$ cat config.mk
export PLATFORM = sky130hd
export DESIGN_NAME = e2r_cordic
export DESIGN_NICKNAME = d
export VERILOG_FILES = /design/src/e2r_pkg.sv /design/src/e2r_cordic.sv
export SDC_FILE = /design/constraint.sdc
export NUM_CORES = 2
export LEC_CHECK = 0
export ABC_AREA = 1
export ABC_CLOCK_PERIOD_IN_PS = 7200
export BUFFER_PORTS_ARGS = -buffer_cell sky130_fd_sc_hd__buf_2
export CAP_MARGIN = 0
export CORE_MARGIN = 2
export CORE_UTILIZATION = 35
export DETAILED_ROUTE_END_ITERATION = 8
export HOLD_SLACK_MARGIN = 0.1
export PLACE_DENSITY = 0.49
export SKIP_LAST_GASP = 1
export SYNTH_ARGS = -nofsm -noshare
export SYNTH_HDL_FRONTEND = slang
export SYNTH_SLANG_ARGS = --single-unit
$ cat constraint.sdc
create_clock -name clk -period 7.2 [get_ports clk]
set_input_delay 1.44 -clock clk [delete_from_list [all_inputs] [get_ports clk]]
set_output_delay 1.44 -clock clk [all_outputs]
set_load 0.01 [all_outputs]
$ cat src/e2r_pkg.sv
// ----------------------------------------------------------------------------
// e2r_pkg
// Shared types, constants and fixed-point helpers for the Euler-to-matrix block.
// ----------------------------------------------------------------------------
`default_nettype none

package e2r_pkg;

	localparam int IN_W          = 15;
	localparam int OUT_W_DEF     = 16;
	localparam int ANGLE_W_DEF   = 16;
	localparam int STAGES_DEF    = 14;
	localparam int HALF_PI_Q12   = 6434;
	localparam int PI_Q12        = 12868;
	localparam longint GAIN_Q30  = 64'd652032874;

	typedef logic signed [IN_W-1:0] angle_t;

	// atan(2^-i) at scale 2^30
	function automatic logic [31:0] atan_q30(input int idx);
		logic [31:0] r;
		begin
			case (idx)
				0:  r = 32'h3243F6A8;
				1:  r = 32'h1DAC6705;
				2:  r = 32'h0FADBAFC;
				3:  r = 32'h07F56EA6;
				4:  r = 32'h03FEAB76;
				5:  r = 32'h01FFD55B;
				6:  r = 32'h00FFFAAA;
				7:  r = 32'h007FFF55;
				8:  r = 32'h003FFFEA;
				9:  r = 32'h001FFFFD;
				10: r = 32'h000FFFFF;
				11: r = 32'h0007FFFF;
				12: r = 32'h0003FFFF;
				13: r = 32'h0001FFFF;
				14: r = 32'h0000FFFF;
				15: r = 32'h00007FFF;
				16: r = 32'h00003FFF;
				17: r = 32'h00001FFF;
				18: r = 32'h00000FFF;
				19: r = 32'h000007FF;
				20: r = 32'h000003FF;
				21: r = 32'h000001FF;
				22: r = 32'h000000FF;
				23: r = 32'h0000007F;
				24: r = 32'h0000003F;
				25: r = 32'h0000001F;
				26: r = 32'h0000000F;
				27: r = 32'h00000008;
				28: r = 32'h00000004;
				29: r = 32'h00000002;
				default: r = 32'h0;
			endcase
			return r;
		end
	endfunction

endpackage

`default_nettype wire

$ cat src/e2r_cordic.sv
// ----------------------------------------------------------------------------
// e2r_cordic
// Pipelined rotation-mode CORDIC: range reduction, one register per iteration,
// saturation and sign flip. Advances when en is high.
// ----------------------------------------------------------------------------
`default_nettype none

module e2r_cordic #(
	parameter int ANGLE_BITS    = e2r_pkg::ANGLE_W_DEF,
	parameter int OUT_BITS      = e2r_pkg::OUT_W_DEF,
	parameter int CORDIC_STAGES = e2r_pkg::STAGES_DEF
) (
	input  wire                        clk,
	input  wire                        en,
	input  wire signed [14:0]          angle,
	output logic signed [OUT_BITS-1:0] sin_val,
	output logic signed [OUT_BITS-1:0] cos_val
);
	localparam int AF = ANGLE_BITS - 2;
	localparam int OF = OUT_BITS - 2;
	localparam int N  = (CORDIC_STAGES < 30) ? CORDIC_STAGES : 30;
	localparam int ZW = ANGLE_BITS + 3;
	localparam int XW = OUT_BITS + 2;
	localparam longint GAIN_RND = (OF < 30) ? (longint'(1) <<< (29 - OF)) : 0;
	localparam longint X0 = (e2r_pkg::GAIN_Q30 + GAIN_RND) >>> (30 - OF);
	localparam logic signed [XW-1:0] ONE  = XW'(longint'(1) <<< OF);
	localparam logic signed [XW-1:0] MONE = -ONE;

	logic signed [15:0]  red;
	logic                flip;
	logic signed [ZW-1:0] z0;

	logic signed [ZW-1:0] z_s [0:N];
	logic signed [XW-1:0] x_s [0:N];
	logic signed [XW-1:0] y_s [0:N];
	logic                 flip_s [0:N];

	always_comb begin
		red  = 16'(angle);
		flip = 1'b0;
		if (angle > 15'(e2r_pkg::HALF_PI_Q12)) begin
			red  = 16'(angle) - 16'(e2r_pkg::PI_Q12);
			flip = 1'b1;
		end else if (angle < -15'sd6434) begin
			red  = 16'(angle) + 16'(e2r_pkg::PI_Q12);
			flip = 1'b1;
		end
		if (AF >= 12)
			z0 = ZW'(red) <<< ((AF >= 12) ? (AF - 12) : 0);
		else
			z0 = ZW'(red) >>> ((AF < 12) ? (12 - AF) : 0);
	end

	always_ff @(posedge clk) begin
		if (en) begin
			z_s[0]    <= z0;
			x_s[0]    <= XW'(X0);
			y_s[0]    <= '0;
			flip_s[0] <= flip;
		end
	end

	for (genvar i = 0; i < N; i++) begin : g_iter
		localparam longint T = (AF >= 30) ? longint'(e2r_pkg::atan_q30(i)) :
			((longint'(e2r_pkg::atan_q30(i)) + (longint'(1) <<< (29 - AF)))
			>>> (30 - AF));
		always_ff @(posedge clk) begin
			if (en) begin
				flip_s[i+1] <= flip_s[i];
				if (!z_s[i][ZW-1]) begin
					x_s[i+1] <= x_s[i] - (y_s[i] >>> i);
					y_s[i+1] <= y_s[i] + (x_s[i] >>> i);
					z_s[i+1] <= z_s[i] - ZW'(T);
				end else begin
					x_s[i+1] <= x_s[i] + (y_s[i] >>> i);
					y_s[i+1] <= y_s[i] - (x_s[i] >>> i);
					z_s[i+1] <= z_s[i] + ZW'(T);
				end
			end
		end
	end

	logic signed [XW-1:0] xs, ys;
	always_comb begin
		xs = (x_s[N] > ONE) ? ONE : ((x_s[N] < MONE) ? MONE : x_s[N]);
		ys = (y_s[N] > ONE) ? ONE : ((y_s[N] < MONE) ? MONE : y_s[N]);
		if (flip_s[N]) begin
			xs = -xs;
			ys = -ys;
		end
	end

	always_ff @(posedge clk) begin
		if (en) begin
			sin_val <= OUT_BITS'(ys);
			cos_val <= OUT_BITS'(xs);
		end
	end
endmodule

`default_nettype wire

* After elaboration in Yosys (flattened, before gate mapping) *
Memory sizes are Yosys's and may differ from the RTL's.
Cells that the tools add are included.

storage, ports and cells
  bits in registers = 32
  word-level logic and storage cells = 279
  output and inout port bits = 32
  memories kept = 4
  RAM bits = 840
  bits of input ports = 17

memory list
  memory  depth  bits a word  rd ports  clocked after memory_dff  write ports  RTL line          RTL
  z_s     15     19           14        0                         15           e2r_cordic.sv:33  logic signed [ZW-1:0] z_s [0:N];
  x_s     15     18           15        0                         15           e2r_cordic.sv:34  logic signed [XW-1:0] x_s [0:N];
  y_s     15     18           15        0                         15           e2r_cordic.sv:35  logic signed [XW-1:0] y_s [0:N];
  flip_s  15     1            15        0                         15           e2r_cordic.sv:36  logic flip_s [0:N];

cells by class
  mux-type cells = 138
  bitwise operators = 42
  magnitude comparators = 6
  add/subtract/negate cells = 87

operator list
  cell                                                             count
  2-to-1 mux 18 bit                                                28
  2-to-1 mux 19 bit                                                14
  2-to-1 mux 16 bit                                                8
  2-to-1 mux 1 bit                                                 88
  bitwise OR 1 bit                                                 42
  adder 19 x 11 -> 19 bit, second input constant                   2
  subtractor 19 x 11 -> 19 bit, second input constant              2
  adder 18 x 10 -> 18 bit                                          2
  adder 18 x 11 -> 18 bit                                          2
  adder 18 x 12 -> 18 bit                                          2
  adder 18 x 13 -> 18 bit                                          2
  adder 18 x 14 -> 18 bit                                          2
  adder 18 x 15 -> 18 bit                                          2
  adder 18 x 16 -> 18 bit                                          2
  adder 18 x 17 -> 18 bit                                          2
  adder 18 x 5 -> 18 bit                                           2
  adder 18 x 6 -> 18 bit                                           2
  adder 18 x 7 -> 18 bit                                           2
  adder 18 x 8 -> 18 bit                                           2
  adder 18 x 9 -> 18 bit                                           2
  greater-than comparator 18 x 16 -> 1 bit, second input constant  2
  less-than comparator 18 x 15 -> 1 bit, second input constant     2
  subtractor 18 x 10 -> 18 bit                                     2
  subtractor 18 x 11 -> 18 bit                                     2
  42 further kinds                                                 55

* Longest topological paths before layout *
An unclocked memory read counts as a cell.

  depth after elaboration = 6
  gate-level depth with buffers = 23
  depth with buffers taken out = 23

* Least setup slack after synthesis *
OpenSTA, ideal clock, no wires.

  kind = input-to-reg
  start point = input port en
  end point = memory y_s[8][17] (netlist bit), data pin
  stages on the path = 18
  path buffers = 3
  arrival = 3.952 ns
  path slack = 2.996 ns
  library setup time = 0.252 ns
  data required time = 6.948 ns
  cells stage by stage = buf_6 nand2_2 buf_2 buf_1 nand2_1 xor2_1 ha_1 nand3_1 nand2_1 a21oi_1 o21ai_0 nand2_1 nand2_1 nand2_1 nand3_1 inv_1 nand2_1 nand2_1

RTL lines
  element          RTL line          RTL
  start, declared  e2r_cordic.sv:14  input wire en,
  end, declared    e2r_cordic.sv:35

==> results.txt <==
status -> finished, final reports clean
max frequency -> 206.2 MHz
area grow syn2layout -> 9.980%
post-synth top area share -> 0.3761
CTS tree -> yes
mux cell area share after synthesis -> 0
total negative slack -> 0 ns
vias per cell -> 4.930
post-route clock period utilization -> 0.6736
layout cells sized above 1 -> 0.05039
hold buffers post-CTS -> 0
clk sinks -> 733
Critical Setup Path Class -> input pin to flop
synthesized area per cell -> 8.585 sq um
antenna violations before repair -> 0
Root Driver -> clkbuf_16
leading area contributor after synthesis -> edfxtp_1
ANT nets after route -> 0
initial core utilization -> 0.3512
# IOs -> 49
WL/cell -> 15.66 microns
total placed cells including tap cells -> 9028
vias in the first global route -> 43930
total gr overflow -> 0
largest family of logic cells by synthesized area -> simple AND/OR/NAND/NOR gates
post-route insts no fill -> 9190
compound-gate portion of the synthesized area -> 0.1214
hold endpoint -> z_s[1][3]
Worst R2R Setup Slack -> 3.40 ns
post-CTS sizing -> 0
Min Hold Slack -> 0.4179 ns
crit-path max cell delay -> 0.71 ns
Post-synth EDFFs -> 733
FF+latch count, synth -> 733
clk_skew -> 0.02653 ns
crit path capture type -> flop
Placeable Area -> 0.1667 sq mm
critical-path maximum fanout -> 70
largest net degree at the start of global routing -> 120
Core Rows -> 150
Tot GR Track Use -> 0.1680
die extent in y -> 412.9 microns
Post-DP HPWL -> 115800 microns
Pre-antenna DRT Iters -> 6
register area share after synthesis -> 0.3761
Cell Area, Synth -> 0.05853 sq mm
Slowest cell on crit path -> buf_4
Final Slew Violations -> 0
clock slew at reported path FFs -> 0.06 ns
top post-synthesis cells by area -> edfxtp_1, ha_1, nand2_1
WHS Path Cells -> 0
TritonCTS buffer count -> 89
Synth Area in XOR/XNOR -> 0.1119
cell mode on critical path -> nand2_1
setup bufs post-CTS -> 0
Syn Inst Count -> 6818
Max-Cap Viols -> 0
total routed wirelength -> 143900 microns
Post-Synth Adder-Cell Area -> 0.1507
Placer Congestion -> 0.8854
Syn. warnings -> 0
Distinct cells, synth -> 60
Final Hold Viols -> 0
RSZ-0062 raised after global routing -> false
vias post-DR -> 45310
arrival time worst endpoint -> 5.28 ns
Diodes inserted -> 0
Reg2Reg Capture Point -> x_s[5][17]
Worst Max-Slew Pin Slew -> 1.039 ns
H-tree levels -> 3
final setup violation count -> 0
startpoint types -> input pin
hold path startpoint -> z_s[0][136]
Min Clock Period, post-route -> 4.850 ns
Post-synth top cells -> nand2_1, inv_1, edfxtp_1
tightest slew margin relative to the limit -> 0.3074
worst flop-to-flop path startpoint -> y_s[4][4]
most common cell in the synthesized netlist -> nand2_1
IO buf count -> 48
CTS Buffer Depth -> 3
initial DRC count -> 2952
clk_lat worst skew -> 0.69 ns
Total Nets Final -> 7614
Worst Reg-to-Reg Cells -> 17
Hold Path Class -> flop to flop
Most used DFF post-synth -> edfxtp_1
drt drc -> 0
Worst EP required -> 7.63 ns
first-pass GRT wire length -> 232500 microns
crit-path cells -> buf_8, buf_4, nand2_4, inv_2, a31oi_1, xor2_1, ha_1, inv_1, o21bai_1, a21oi_1, o21ai_0, nand2_1, nand2_1, nand2_1, nand4_1, nand2_1
Die W -> 412.9 microns
Simple-Gate Fraction of Synth Area -> 0.1824
die area -> 0.1705 sq mm
Post-synth ARST share -> 0
## sequential cells by signal, summed over array words and instances, names as in the netlist
name and flops:
cos_val 16, x_s 231, y_s 233, sin_val 16, z_s 222, flip_s 15
## cell families (layout without fill, tap and decap cells)
logic type	after synthesis	after routing
AOI/OAI and AO/OA	1228	1228
xor gates and xnor gates	746	746
adders and majority gates	682	682
buffers and inverters	870	1035
DFF	733	733
other	2	5
and+or+nand+nor	2557	2557
## layout make-up
cell class | count | area, sq um
inverters | 804 | 3018
well taps | 2204 | 2758
multi-input cells | 5218 | 33170
flip-flops and latches | 733 | 22010
clock inverters | 58 | 650.6
clock buffers | 104 | 2347
fillers | 16990 | 102300
repair buffers | 69 | 420.4
## metal layers
layer	vias up	part of all wire	wire length, microns	track usage
li1	23500	-	-	-
met1	20960	0.48	68590	0.2272
met2	684	0.47	67420	0.2844
met3	162	0.033	4718	0.02131
met4	0	0.022	3199	0.03956
met5	-	0	0	0
## stage by stage
stage	util	setup WS [ns]	area (sq um)
after CTS	0.3863	2.349	64370
after global placement	0.3683	1.621	61380
after floorplan	-	2.996	58540
after detailed placement	0.3683	1.610	61380
final	0.3863	2.350	64370
after global routing	0.3863	1.938	64370
## cells in the final DEF (no fill, tap or decap), types with 8 or more instances in the layout
| cell type | count |
|---|---|
| xor2_1 | 595 |
| clkinv_4 | 9 |
| nor4_1 | 36 |
| nor2_1 | 584 |
| o21ai_2 | 52 |
| clkinv_2 | 14 |
| o21bai_1 | 54 |
| fa_1 | 38 |
| buf_2 | 47 |
| clkbuf_16 | 92 |
| o21ai_0 | 350 |
| ha_1 | 644 |
| nor3_1 | 133 |
| clkbuf_1 | 12 |
| nand2_1 | 1395 |
| a21o_1 | 75 |
| nand2_2 | 25 |
| bufinv_16 | 11 |
| o2111ai_1 | 13 |
| a221oi_1 | 20 |
| o21ai_1 | 60 |
| o31ai_1 | 16 |
| or2_1 | 8 |
| edfxtp_1 | 733 |
| a21oi_1 | 470 |
| buf_4 | 20 |
| o211ai_1 | 12 |
| a211oi_1 | 41 |
| a31oi_1 | 38 |
| nand4_1 | 41 |
| inv_2 | 17 |
| o21a_1 | 8 |
| xnor2_1 | 149 |
| inv_1 | 786 |
| or2_2 | 17 |
| nand3_1 | 265 |
| clkinv_1 | 14 |
| nand3b_1 | 16 |
## how the worst max path moves through the flow
stage               startpoint           to  slack [ns]  cells past startpoint
finish                      en  x_s[10][17]        2.35                     16
global route                en  y_s[11][17]        1.94                     17
CTS                         en  x_s[10][17]        2.35                     16
detailed placement          en  x_s[10][17]        1.61                     16
global placement            en  x_s[10][17]        1.62                     16
floorplan                   en   y_s[8][17]        3.00                     18
## worst max-delay path, delay by kind of cell
kind            cells  cell delay (ns)
buf+inv             4             1.49
simple gates        6             0.93
compound gates      4             0.77
fa+ha+maj           1             0.32
xor+xnor            1             0.15
Power is left out: the tool's default activity adds up to more than one toggle a clock period on the data nets, which glitch-free logic cannot reach.
